===== config.mk =====
export PLATFORM = sky130hd
export DESIGN_NAME = calendar_clock_accumulator
export DESIGN_NICKNAME = d
export VERILOG_FILES = /design/src/rtl/cca_pkg.sv /design/src/rtl/cca_div.sv /design/src/rtl/cca_datapath.sv /design/src/rtl/cca_ctrl.sv /design/src/rtl/calendar_clock_accumulator.sv
export SDC_FILE = /design/constraint.sdc
export NUM_CORES = 2
export LEC_CHECK = 0
export BUFFER_PORTS_ARGS = -buffer_cell sky130_fd_sc_hd__buf_2
export CAP_MARGIN = 0
export CORE_ASPECT_RATIO = 1.25
export CORE_MARGIN = 2
export CORE_UTILIZATION = 30
export CTS_CLUSTER_SIZE = 20
export DETAILED_ROUTE_END_ITERATION = 10
export PLACE_DENSITY = 0.42
export REMOVE_ABC_BUFFERS = 1
export SKIP_CTS_REPAIR_TIMING = 1
export SLEW_MARGIN = 15
export SYNTH_ARGS = -nofsm -noshare
export SYNTH_HDL_FRONTEND = slang
export SYNTH_HIERARCHICAL = 1
export SYNTH_SLANG_ARGS = --single-unit

===== constraint.sdc =====
create_clock -name clock -period 12.05 [get_ports clock]
set_clock_uncertainty 0.15 [all_clocks]
set_input_delay 0 -clock clock [delete_from_list [all_inputs] [get_ports clock]]
set_output_delay 0 -clock clock [all_outputs]
set_load 0.005 [all_outputs]

===== src/rtl/cca_pkg.sv =====
package cca_pkg;

   localparam int YEAR_W  = 14;
   localparam int MONTH_W = 4;
   localparam int DAY_W   = 5;
   localparam int HOUR_W  = 5;
   localparam int MIN_W   = 6;
   localparam int SEC_W   = 6;
   localparam int MICRO_W = 20;

   localparam int OP_W    = 2;
   localparam int REQ_W   = 120;
   localparam int RSP_W   = 64;

   // running carry value and the widest divisor
   localparam int ACC_W   = 33;
   localparam int DVSR_W  = 20;

   // reciprocal divider: floor(x / (d << p)) == (((x >> p) * m) >> k) for every 33-bit x
   localparam int MUL_A_W = 31;
   localparam int MUL_B_W = 32;
   localparam int MUL_P_W = 63;

   localparam logic [MUL_B_W-1:0] RECIP_US   = 32'd140737489;
   localparam int                 US_PRE     = 6;
   localparam int                 US_POST    = 41;
   localparam logic [MUL_B_W-1:0] RECIP_SEC  = 32'd2290649225;
   localparam int                 SEC_PRE    = 2;
   localparam int                 SEC_POST   = 35;
   localparam logic [MUL_B_W-1:0] RECIP_HOUR = 32'd1431655766;
   localparam int                 HOUR_PRE   = 3;
   localparam int                 HOUR_POST  = 32;

   localparam logic [YEAR_W-1:0]  YEAR_MIN    = 14'd1970;
   localparam logic [YEAR_W-1:0]  YEAR_MAX    = 14'd9999;
   localparam logic [MONTH_W-1:0] MONTH_FIRST = 4'd1;
   localparam logic [MONTH_W-1:0] MONTH_LAST  = 4'd12;
   localparam logic [MONTH_W-1:0] MONTH_FEB   = 4'd2;
   localparam logic [MONTH_W-1:0] MONTH_APR   = 4'd4;
   localparam logic [MONTH_W-1:0] MONTH_JUN   = 4'd6;
   localparam logic [MONTH_W-1:0] MONTH_SEP   = 4'd9;
   localparam logic [MONTH_W-1:0] MONTH_NOV   = 4'd11;
   localparam logic [DAY_W-1:0]   DAY_FIRST   = 5'd1;
   localparam logic [DAY_W-1:0]   DAY_LAST    = 5'd31;
   localparam logic [HOUR_W-1:0]  HOUR_LAST   = 5'd23;
   localparam logic [MIN_W-1:0]   MIN_LAST    = 6'd59;
   localparam logic [SEC_W-1:0]   SEC_LAST    = 6'd59;
   localparam logic [MICRO_W-1:0] MICRO_LAST  = 20'd999999;

   localparam logic [DVSR_W-1:0]  MICRO_PER_SEC = 20'd1000000;
   localparam logic [DVSR_W-1:0]  SEC_PER_MIN   = 20'd60;
   localparam logic [DVSR_W-1:0]  MIN_PER_HOUR  = 20'd60;
   localparam logic [DVSR_W-1:0]  HOUR_PER_DAY  = 20'd24;

   // floor(y / 25) == (y * 5243) >> 17 for every 14-bit year
   localparam int                RECIP_W     = 13;
   localparam logic [RECIP_W-1:0] RECIP_25   = 13'd5243;
   localparam int                RECIP_SHIFT = 17;
   localparam int                QUO25_W     = 10;

   typedef enum logic [OP_W-1:0] {
      OP_LOAD  = 2'd0,
      OP_MICRO = 2'd1,
      OP_SEC   = 2'd2
   } op_type;

   typedef enum logic [1:0] {
      DIV_US,
      DIV_SEC,
      DIV_MIN,
      DIV_HOUR
   } div_sel_type;

   typedef enum logic [3:0] {
      ST_IDLE,
      ST_DECODE,
      ST_US_GO,
      ST_US_WAIT,
      ST_SEC_GO,
      ST_SEC_WAIT,
      ST_MIN_GO,
      ST_MIN_WAIT,
      ST_HOUR_GO,
      ST_HOUR_WAIT,
      ST_MONTH,
      ST_PUBLISH
   } state_type;

   typedef struct packed {
      logic        capture;
      logic        load;
      logic        acc_init;
      logic        div_start;
      logic        div_take;
      div_sel_type div_sel;
      logic        month_step;
      logic        month_end;
      logic        publish;
   } cmd_type;

   typedef struct packed {
      op_type op;
      logic   div_done;
      logic   month_more;
      logic   month_sat;
   } sts_type;

   function automatic logic leap_year(input logic [YEAR_W-1:0] y);
      logic [YEAR_W+RECIP_W-1:0] prod;
      logic [QUO25_W-1:0]        q;
      logic [YEAR_W-1:0]         r;
      logic                      div25;
      prod  = y * RECIP_25;
      q     = prod[RECIP_SHIFT +: QUO25_W];
      r     = y - ({q, 4'b0000} + {1'b0, q, 3'b000} + {4'b0000, q});
      div25 = (r == '0);
      return ((y[1:0] == 2'b00) && !div25) || ((y[3:0] == 4'b0000) && div25);
   endfunction

   function automatic logic [DAY_W-1:0] month_days(input logic [YEAR_W-1:0]  y,
                                                   input logic [MONTH_W-1:0] m);
      logic [DAY_W-1:0] d;
      case (m)
         MONTH_FEB: d = leap_year(y) ? 5'd29 : 5'd28;
         MONTH_APR, MONTH_JUN, MONTH_SEP, MONTH_NOV: d = 5'd30;
         default: d = 5'd31;
      endcase
      return d;
   endfunction

endpackage


===== src/rtl/cca_div.sv =====
module cca_div
   import cca_pkg::*;
(
   input  logic              clock,
   input  logic              reset,
   input  logic              start,
   input  logic [ACC_W-1:0]  dividend,
   input  div_sel_type       sel,
   output logic              done,
   output logic [ACC_W-1:0]  quotient,
   output logic [DVSR_W-1:0] remainder
);

   logic               mul_go_ff, mul_go_in;
   logic               sub_go_ff, sub_go_in;
   logic               done_ff, done_in;
   div_sel_type        sel_ff, sel_in;
   logic [ACC_W-1:0]   num_ff, num_in;
   logic [MUL_P_W-1:0] prod_ff, prod_in;
   logic [ACC_W-1:0]   quo_ff, quo_in;
   logic [DVSR_W-1:0]  rem_ff, rem_in;

   logic [MUL_A_W-1:0] scaled;
   logic [MUL_B_W-1:0] recip;
   logic [DVSR_W-1:0]  dvsr;
   logic [ACC_W-1:0]   quo_est;
   logic [ACC_W-1:0]   back;
   logic [ACC_W-1:0]   diff;

   // pre-shift, reciprocal multiply, then back-multiply for the remainder
   always_comb begin
      case (sel_ff)
         DIV_SEC, DIV_MIN: begin
            scaled  = MUL_A_W'(num_ff[ACC_W-1:SEC_PRE]);
            recip   = RECIP_SEC;
            dvsr    = SEC_PER_MIN;
            quo_est = ACC_W'(prod_ff[MUL_P_W-1:SEC_POST]);
         end
         DIV_HOUR: begin
            scaled  = MUL_A_W'(num_ff[ACC_W-1:HOUR_PRE]);
            recip   = RECIP_HOUR;
            dvsr    = HOUR_PER_DAY;
            quo_est = ACC_W'(prod_ff[MUL_P_W-1:HOUR_POST]);
         end
         default: begin
            scaled  = MUL_A_W'(num_ff[ACC_W-1:US_PRE]);
            recip   = RECIP_US;
            dvsr    = MICRO_PER_SEC;
            quo_est = ACC_W'(prod_ff[MUL_P_W-1:US_POST]);
         end
      endcase
      back = quo_est * ACC_W'(dvsr);
      diff = num_ff - back;
   end

   assign mul_go_in = start;
   assign sub_go_in = mul_go_ff;
   assign done_in   = sub_go_ff;

   always_comb begin
      sel_in  = sel_ff;
      num_in  = num_ff;
      prod_in = prod_ff;
      quo_in  = quo_ff;
      rem_in  = rem_ff;
      if (start) begin
         sel_in = sel;
         num_in = dividend;
      end
      if (mul_go_ff) begin
         prod_in = MUL_P_W'(scaled) * MUL_P_W'(recip);
      end
      if (sub_go_ff) begin
         quo_in = quo_est;
         rem_in = diff[DVSR_W-1:0];
      end
   end

   always_ff @(posedge clock) begin
      if (reset) begin
         mul_go_ff <= 1'b0;
         sub_go_ff <= 1'b0;
         done_ff   <= 1'b0;
      end else begin
         mul_go_ff <= mul_go_in;
         sub_go_ff <= sub_go_in;
         done_ff   <= done_in;
      end
   end

   always_ff @(posedge clock) begin
      sel_ff  <= sel_in;
      num_ff  <= num_in;
      prod_ff <= prod_in;
      quo_ff  <= quo_in;
      rem_ff  <= rem_in;
   end

   assign done      = done_ff;
   assign quotient  = quo_ff;
   assign remainder = rem_ff;

endmodule


===== src/rtl/cca_datapath.sv =====
module cca_datapath
   import cca_pkg::*;
(
   input  logic             clock,
   input  logic             reset,
   input  cmd_type          cmd,
   output sts_type          sts,
   input  logic [REQ_W-1:0] req_tdata,
   input  logic [OP_W-1:0]  req_tuser,
   output logic [RSP_W-1:0] rsp_tdata
);

   op_type              op_ff, op_in;
   logic [15:0]         ld_year_ff, ld_year_in;
   logic [7:0]          ld_month_ff, ld_month_in;
   logic [7:0]          ld_day_ff, ld_day_in;
   logic [7:0]          ld_hour_ff, ld_hour_in;
   logic [7:0]          ld_minute_ff, ld_minute_in;
   logic [7:0]          ld_second_ff, ld_second_in;
   logic [31:0]         ld_micro_ff, ld_micro_in;
   logic [31:0]         amount_ff, amount_in;
   logic [ACC_W-1:0]    acc_ff, acc_in;
   logic [RSP_W-1:0]    rsp_data_ff, rsp_data_in;

   logic [YEAR_W-1:0]   year_ff, year_in;
   logic [MONTH_W-1:0]  month_ff, month_in;
   logic [DAY_W-1:0]    day_ff, day_in;
   logic [HOUR_W-1:0]   hour_ff, hour_in;
   logic [MIN_W-1:0]    minute_ff, minute_in;
   logic [SEC_W-1:0]    second_ff, second_in;
   logic [MICRO_W-1:0]  micro_ff, micro_in;
   logic                set_ff, set_in;

   logic [YEAR_W-1:0]   cl_year;
   logic [MONTH_W-1:0]  cl_month;
   logic [DAY_W-1:0]    cl_dim;
   logic [DAY_W-1:0]    cl_day;
   logic [HOUR_W-1:0]   cl_hour;
   logic [MIN_W-1:0]    cl_minute;
   logic [SEC_W-1:0]    cl_second;
   logic [MICRO_W-1:0]  cl_micro;
   logic [DAY_W-1:0]    cur_dim;

   logic                div_done;
   logic [ACC_W-1:0]    div_quo;
   logic [DVSR_W-1:0]   div_rem;

   cca_div u_div (
      .clock     (clock),
      .reset     (reset),
      .start     (cmd.div_start),
      .dividend  (acc_ff),
      .sel       (cmd.div_sel),
      .done      (div_done),
      .quotient  (div_quo),
      .remainder (div_rem)
   );

   // load clamps
   always_comb begin
      if (ld_year_ff < 16'(YEAR_MIN)) begin
         cl_year = YEAR_MIN;
      end else if (ld_year_ff > 16'(YEAR_MAX)) begin
         cl_year = YEAR_MAX;
      end else begin
         cl_year = ld_year_ff[YEAR_W-1:0];
      end
      if (ld_month_ff < 8'(MONTH_FIRST)) begin
         cl_month = MONTH_FIRST;
      end else if (ld_month_ff > 8'(MONTH_LAST)) begin
         cl_month = MONTH_LAST;
      end else begin
         cl_month = ld_month_ff[MONTH_W-1:0];
      end
      cl_dim = month_days(cl_year, cl_month);
      if (ld_day_ff < 8'(DAY_FIRST)) begin
         cl_day = DAY_FIRST;
      end else if (ld_day_ff > 8'(cl_dim)) begin
         cl_day = cl_dim;
      end else begin
         cl_day = ld_day_ff[DAY_W-1:0];
      end
      cl_hour   = (ld_hour_ff > 8'(HOUR_LAST)) ? HOUR_LAST : ld_hour_ff[HOUR_W-1:0];
      cl_minute = (ld_minute_ff > 8'(MIN_LAST)) ? MIN_LAST : ld_minute_ff[MIN_W-1:0];
      cl_second = (ld_second_ff > 8'(SEC_LAST)) ? SEC_LAST : ld_second_ff[SEC_W-1:0];
      cl_micro  = (ld_micro_ff > 32'(MICRO_LAST)) ? MICRO_LAST
                                                 : ld_micro_ff[MICRO_W-1:0];
   end

   assign cur_dim        = month_days(year_ff, month_ff);
   assign sts.op         = op_ff;
   assign sts.div_done   = div_done;
   assign sts.month_more = (acc_ff > ACC_W'(cur_dim));
   assign sts.month_sat  = (month_ff == MONTH_LAST) && (year_ff == YEAR_MAX);

   always_comb begin
      op_in        = op_ff;
      ld_year_in   = ld_year_ff;
      ld_month_in  = ld_month_ff;
      ld_day_in    = ld_day_ff;
      ld_hour_in   = ld_hour_ff;
      ld_minute_in = ld_minute_ff;
      ld_second_in = ld_second_ff;
      ld_micro_in  = ld_micro_ff;
      amount_in    = amount_ff;
      acc_in       = acc_ff;
      rsp_data_in  = rsp_data_ff;
      year_in      = year_ff;
      month_in     = month_ff;
      day_in       = day_ff;
      hour_in      = hour_ff;
      minute_in    = minute_ff;
      second_in    = second_ff;
      micro_in     = micro_ff;
      set_in       = set_ff;

      if (cmd.capture) begin
         op_in        = op_type'(req_tuser);
         ld_year_in   = req_tdata[15:0];
         ld_month_in  = req_tdata[23:16];
         ld_day_in    = req_tdata[31:24];
         ld_hour_in   = req_tdata[39:32];
         ld_minute_in = req_tdata[47:40];
         ld_second_in = req_tdata[55:48];
         ld_micro_in  = req_tdata[87:56];
         amount_in    = req_tdata[119:88];
      end

      if (cmd.load) begin
         year_in   = cl_year;
         month_in  = cl_month;
         day_in    = cl_day;
         hour_in   = cl_hour;
         minute_in = cl_minute;
         second_in = cl_second;
         micro_in  = cl_micro;
         set_in    = 1'b1;
      end

      if (cmd.acc_init) begin
         if (op_ff == OP_MICRO) begin
            acc_in = ACC_W'(micro_ff) + ACC_W'(amount_ff);
         end else begin
            acc_in = ACC_W'(second_ff) + ACC_W'(amount_ff);
         end
      end

      // remainder stays in the field, quotient carries into the next one
      if (cmd.div_take) begin
         case (cmd.div_sel)
            DIV_US: begin
               micro_in = div_rem[MICRO_W-1:0];
               acc_in   = div_quo + ACC_W'(second_ff);
            end
            DIV_SEC: begin
               second_in = div_rem[SEC_W-1:0];
               acc_in    = div_quo + ACC_W'(minute_ff);
            end
            DIV_MIN: begin
               minute_in = div_rem[MIN_W-1:0];
               acc_in    = div_quo + ACC_W'(hour_ff);
            end
            DIV_HOUR: begin
               hour_in = div_rem[HOUR_W-1:0];
               acc_in  = div_quo + ACC_W'(day_ff);
            end
            default: begin
               acc_in = acc_ff;
            end
         endcase
      end

      if (cmd.month_step) begin
         acc_in = acc_ff - ACC_W'(cur_dim);
         if (month_ff == MONTH_LAST) begin
            if (year_ff == YEAR_MAX) begin
               month_in  = MONTH_LAST;
               day_in    = DAY_LAST;
               hour_in   = HOUR_LAST;
               minute_in = MIN_LAST;
               second_in = SEC_LAST;
               micro_in  = MICRO_LAST;
            end else begin
               month_in = MONTH_FIRST;
               year_in  = year_ff + 1'b1;
            end
         end else begin
            month_in = month_ff + 1'b1;
         end
      end

      if (cmd.month_end) begin
         day_in = acc_ff[DAY_W-1:0];
      end

      if (cmd.publish) begin
         rsp_data_in = {3'b000, set_ff, micro_ff, second_ff, minute_ff, hour_ff,
                        day_ff, month_ff, year_ff};
      end
   end

   always_ff @(posedge clock) begin
      if (reset) begin
         year_ff   <= '0;
         month_ff  <= MONTH_FIRST;
         day_ff    <= DAY_FIRST;
         hour_ff   <= '0;
         minute_ff <= '0;
         second_ff <= '0;
         micro_ff  <= '0;
         set_ff    <= 1'b0;
      end else begin
         year_ff   <= year_in;
         month_ff  <= month_in;
         day_ff    <= day_in;
         hour_ff   <= hour_in;
         minute_ff <= minute_in;
         second_ff <= second_in;
         micro_ff  <= micro_in;
         set_ff    <= set_in;
      end
   end

   always_ff @(posedge clock) begin
      op_ff        <= op_in;
      ld_year_ff   <= ld_year_in;
      ld_month_ff  <= ld_month_in;
      ld_day_ff    <= ld_day_in;
      ld_hour_ff   <= ld_hour_in;
      ld_minute_ff <= ld_minute_in;
      ld_second_ff <= ld_second_in;
      ld_micro_ff  <= ld_micro_in;
      amount_ff    <= amount_in;
      acc_ff       <= acc_in;
      rsp_data_ff  <= rsp_data_in;
   end

   assign rsp_tdata = rsp_data_ff;

endmodule


===== src/rtl/cca_ctrl.sv =====
module cca_ctrl
   import cca_pkg::*;
(
   input  logic    clock,
   input  logic    reset,
   input  logic    req_tvalid,
   output logic    req_tready,
   output logic    rsp_tvalid,
   input  logic    rsp_tready,
   input  sts_type sts,
   output cmd_type cmd
);

   state_type state_ff, state_in;
   logic      rsp_valid_ff, rsp_valid_in;

   always_comb begin
      state_in = state_ff;
      case (state_ff)
         ST_IDLE: begin
            if (req_tvalid) begin
               state_in = ST_DECODE;
            end
         end
         ST_DECODE: begin
            case (sts.op)
               OP_LOAD:  state_in = ST_PUBLISH;
               OP_MICRO: state_in = ST_US_GO;
               OP_SEC:   state_in = ST_SEC_GO;
               default:  state_in = ST_PUBLISH;
            endcase
         end
         ST_US_GO:   state_in = ST_US_WAIT;
         ST_US_WAIT: begin
            if (sts.div_done) begin
               state_in = ST_SEC_GO;
            end
         end
         ST_SEC_GO:   state_in = ST_SEC_WAIT;
         ST_SEC_WAIT: begin
            if (sts.div_done) begin
               state_in = ST_MIN_GO;
            end
         end
         ST_MIN_GO:   state_in = ST_MIN_WAIT;
         ST_MIN_WAIT: begin
            if (sts.div_done) begin
               state_in = ST_HOUR_GO;
            end
         end
         ST_HOUR_GO:   state_in = ST_HOUR_WAIT;
         ST_HOUR_WAIT: begin
            if (sts.div_done) begin
               state_in = ST_MONTH;
            end
         end
         ST_MONTH: begin
            if (!sts.month_more || sts.month_sat) begin
               state_in = ST_PUBLISH;
            end
         end
         ST_PUBLISH: begin
            if (!rsp_valid_ff || rsp_tready) begin
               state_in = ST_IDLE;
            end
         end
         default: state_in = ST_IDLE;
      endcase
   end

   always_comb begin
      cmd        = cmd_type'('0);
      req_tready = 1'b0;
      case (state_ff)
         ST_IDLE: begin
            req_tready  = 1'b1;
            cmd.capture = req_tvalid;
         end
         ST_DECODE: begin
            cmd.load     = (sts.op == OP_LOAD);
            cmd.acc_init = (sts.op == OP_MICRO) || (sts.op == OP_SEC);
         end
         ST_US_GO: begin
            cmd.div_sel   = DIV_US;
            cmd.div_start = 1'b1;
         end
         ST_US_WAIT: begin
            cmd.div_sel  = DIV_US;
            cmd.div_take = sts.div_done;
         end
         ST_SEC_GO: begin
            cmd.div_sel   = DIV_SEC;
            cmd.div_start = 1'b1;
         end
         ST_SEC_WAIT: begin
            cmd.div_sel  = DIV_SEC;
            cmd.div_take = sts.div_done;
         end
         ST_MIN_GO: begin
            cmd.div_sel   = DIV_MIN;
            cmd.div_start = 1'b1;
         end
         ST_MIN_WAIT: begin
            cmd.div_sel  = DIV_MIN;
            cmd.div_take = sts.div_done;
         end
         ST_HOUR_GO: begin
            cmd.div_sel   = DIV_HOUR;
            cmd.div_start = 1'b1;
         end
         ST_HOUR_WAIT: begin
            cmd.div_sel  = DIV_HOUR;
            cmd.div_take = sts.div_done;
         end
         ST_MONTH: begin
            cmd.month_step = sts.month_more;
            cmd.month_end  = !sts.month_more;
         end
         ST_PUBLISH: begin
            cmd.publish = !rsp_valid_ff || rsp_tready;
         end
         default: begin
            req_tready = 1'b0;
         end
      endcase
   end

   always_comb begin
      if (cmd.publish) begin
         rsp_valid_in = 1'b1;
      end else if (rsp_tready) begin
         rsp_valid_in = 1'b0;
      end else begin
         rsp_valid_in = rsp_valid_ff;
      end
   end

   always_ff @(posedge clock) begin
      if (reset) begin
         state_ff     <= ST_IDLE;
         rsp_valid_ff <= 1'b0;
      end else begin
         state_ff     <= state_in;
         rsp_valid_ff <= rsp_valid_in;
      end
   end

   assign rsp_tvalid = rsp_valid_ff;

endmodule


===== src/rtl/calendar_clock_accumulator.sv =====
// channel  dir  tdata                                        tuser
// req      in   load_year, load_month, load_day, load_hour,  operation
//               load_minute, load_second, load_micro, amount
// rsp      out  cur_year, cur_month, cur_day, cur_hour,      -
//               cur_minute, cur_second, cur_micro, is_set
//
// One request at a time. A load passes decode, then publish, for its result.
// Microsecond advance divides microseconds, seconds, minutes and hours in turn;
// second advance starts at seconds. Each field goes through the shared reciprocal
// divider; the day carry then walks one month a cycle (up to about 1600 months).
// Synchronous reset gives 0000-01-01 00:00:00.000000, not set.
// The result is held in an output register; the next request is taken while
// it waits, but a further result waits for the held one to be taken.
module calendar_clock_accumulator
   import cca_pkg::*;
(
   input  logic             clock,
   input  logic             reset,
   input  logic             req_tvalid,
   output logic             req_tready,
   // load_year, load_month, load_day, load_hour, load_minute, load_second,
   // load_micro, amount
   input  logic [REQ_W-1:0] req_tdata,
   // operation
   input  logic [OP_W-1:0]  req_tuser,
   output logic             rsp_tvalid,
   input  logic             rsp_tready,
   // cur_year, cur_month, cur_day, cur_hour, cur_minute, cur_second,
   // cur_micro, is_set, zero pad
   output logic [RSP_W-1:0] rsp_tdata
);

   cmd_type cmd;
   sts_type sts;

   cca_ctrl u_ctrl (
      .clock      (clock),
      .reset      (reset),
      .req_tvalid (req_tvalid),
      .req_tready (req_tready),
      .rsp_tvalid (rsp_tvalid),
      .rsp_tready (rsp_tready),
      .sts        (sts),
      .cmd        (cmd)
   );

   cca_datapath u_datapath (
      .clock     (clock),
      .reset     (reset),
      .cmd       (cmd),
      .sts       (sts),
      .req_tdata (req_tdata),
      .req_tuser (req_tuser),
      .rsp_tdata (rsp_tdata)
   );

endmodule


==> results.py <==
metrics = {
    "route": {
        "ant_nets": 0,
        "drtIter0Drc": 2040,
        "vias": 38800,
        "totalWireLength_mm": 179,
        "drcViolationCount": 0,
        "drt_first_pass_iters": 5,
        "vias_per_cell": 4.61,
        "wl_per_cell_um": 21.4,
    },
    "critical_path": {
        "arrival_ns": 11.71,
        "cp_max_fo": 26,
        "slowest_delay_ns": 0.53,
        "critical_path_class": "reg2reg",
        "cp-end-kind": "flip-flop",
        "slowest_stage": "fa_1",
        "critical_path_required_ns": 12.40,
        "crit_top_cell": "fa_1",
        "cp-start-kind": "flip-flop",
    },
    "die": {
        "die_h_um": 491,
        "dieArea_mm2": 0.193,
        "boundaryPins": 192,
        "chipWidth_um": 393,
        "initial_utilization_pct": 30.2,
        "num_rows": 178,
        "coreArea_mm2": 0.188,
    },
    "place": {
        "dp_hpwl_mm": 154,
        "detailed_place.area_mm2": 0.0613,
        "place.gp.congestion": 0.903,
        "portBuffers": 188,
    },
    "status": {
        "violations": "hold timing",
        "status": "complete, but fails checks",
    },
    "cts": {
        "cts.reportedPaths.clkPinSlew_ns": 0.07,
        "cts_tree": "built",
        "insertion_delay_ns": 0.61,
        "clockBufferDepth": 3,
        "cts_buffers": 40,
        "ctsRootBufferMaster": "clkbuf_16",
        "cts.sinks": 402,
        "h-tree-depth": 2,
    },
    "yosys": {
        "syn_area_mm2": 0.0568,
        "synth_seq_cells": 402,
        "synth_edf_count": 333,
        "yosys.area_share.adder_pct": 49.9,
        "yosys_warnings": 6,
        "yosys.cell_types.count": 104,
        "synthMuxAreaShare_pct": 0.678,
        "async_flop_share_pct": 0,
        "syn_area_per_cell_um2": 10.5,
        "synth-seq-area-share_pct": 20.0,
        "synthSimpleGateAreaFrac_pct": 8.19,
        "synth_xor_area_share_pct": 3.37,
        "synth_cells": 5391,
        "synth_compound_area_share_pct": 8.09,
        "synth_top_family_by_area": "adder cells",
        "ys.flop_type": "edfxtp_1",
    },
    "timing": {
        "hold_ws_ns": -0.00773,
        "slew_headroom_pct": 26.8,
        "hold_viol_final": 2,
        "slew_violations": 0,
        "max_freq_ghz": 0.0880,
        "fin_crit_ns": 11.36,
        "fin_crit_sh_pct": 94.3,
        "worst_pin_slew_ns": 1.10,
        "finalSetupViolCount": 0,
    },
    "layout": {
        "drive_gt1_share_pct": 7.97,
        "final_common_cell": "inv_1",
        "ff_latch_area_mm2": 0.0114,
        "multi_input_area_mm2": 0.0402,
        "final_cell_area_mm2": 0.0652,
        "area_delta_synth_final_pct": 14.7,
        "fill_cells": 19100,
        "final_cell_mix": "1354 x inv_1, 948 x fa_1, 745 x ha_1",
        "num-nets-final": 7673,
    },
    "global_route": {
        "grt_overflow_total": 0,
        "grt.total_usage_pct": 18.9,
        "grt_max_degree": 80,
        "grt_pass1_vias": 42000,
        "antenna_found_initial": 7,
        "grt_pass1_wl_mm": 271,
    },
    "run": {
        "drv_cap": 0,
    },
    "worst_hold_path": {
        "min-delay-path-class": "in2reg",
    },
}
## sequential cells by signal (all words and copies together), names as in the netlist, 14 cells and up
| name | cells |
|---|---|
| u_datapath/u_div/remainder | 20 |
| u_datapath/u_div/prod_ff | 31 |
| u_datapath/rsp_tdata | 61 |
| u_datapath/year_ff | 14 |
| u_datapath/acc_ff | 33 |
| u_datapath/ld_micro_ff | 32 |
| u_datapath/amount_ff | 32 |
| u_datapath/ld_year_ff | 16 |
| u_datapath/u_div/quotient | 31 |
| u_datapath/u_div/num_ff | 33 |
| u_datapath/micro_ff | 20 |
## worst max-delay path: cells and delay by family, from the launching register on
family                     cells  cell delay [ns]
AOI/OAI and AO/OA             15             2.98
xor gates and xnor gates       2             0.30
adders and majority gates     10             4.06
buffers and inverters          6             0.72
DFF                            1             0.35
and+or+nand+nor               12             2.72
## through the flow
step	TNS (ns)	instances	setup slack (ns)	util, %
3_3_place_gp	0	8095	0.325	32.5
4_1_cts	0	8169	0.220	33.3
5_1_grt	-0.0472	8405	-0.0316	34.6
3_5_place_dp	0	8095	0.248	32.5
2_1_floorplan	0	5299	0.111	-
6_report	0	8405	0.689	34.6
## cells by family after synthesis
kind of cell,count (synthesis)
compound gates,671
xor+xnor,217
fa+ha+maj,1695
buf+inv,1464
flops,402
mux,31
other cells,3
simple gates,908
## final timing paths
kind                          from                  endpoint  slack [ns]  depth (start not counted)
min                   req_tdata[6]  u_datapath/ld_year_ff[6]      -0.008                          2
max          u_datapath/year_ff[6]     u_datapath/year_ff[3]        0.69                         45
min reg2reg      u_datapath/set_ff  u_datapath/rsp_tdata[60]        0.30                          0
max reg2reg  u_datapath/year_ff[6]     u_datapath/year_ff[3]        0.69                         45
## cells in the mapped netlist, drive strengths merged, types with 28 or more instances
library cell | instances | area, um^2
o21ai | 113 | 569
a21oi | 157 | 793
inv | 1355 | 5090
and2 | 102 | 641
nor4 | 28 | 181
a211oi | 35 | 273
xnor2 | 156 | 1380
nor2b | 30 | 188
xor2 | 61 | 534
o221ai | 28 | 245
and3 | 36 | 225
nand2 | 251 | 945
nor2 | 186 | 698
a31oi | 50 | 313
buf | 28 | 156
dfxtp | 69 | 1380
ha | 747 | 9350
a21o | 75 | 563
edfxtp | 333 | 10000
clkbuf | 81 | 304
a22oi | 45 | 338
nand3 | 36 | 193
nand2b | 50 | 313
fa | 948 | 19000
nor3 | 64 | 342
## per-layer routing
| metal | global-route usage [%] | vias to the layer above | routed length [um] |
|---|---|---|---|
| li1 | - | 18200 | - |
| met5 | 0 | - | 27 |
| met4 | 4.04 | 4 | 3950 |
| met2 | 33.4 | 733 | 91700 |
| met1 | 25.0 | 19700 | 78000 |
| met3 | 1.56 | 138 | 5860 |
## area by class of cell
class                      count  share of cell area, %
tap                         2520                   4.84
clock inverter                21                  0.443
clock buffer                  53                   1.74
sequential                   402                   17.5
antenna                        1                0.00384
inverter                    1355                   7.81
timing repair buffer         511                   6.07
multi-input combinational   3542                   61.6
Power is left out: the tool's default activity adds up to more than one toggle a clock period on the data nets, which glitch-free logic cannot reach.
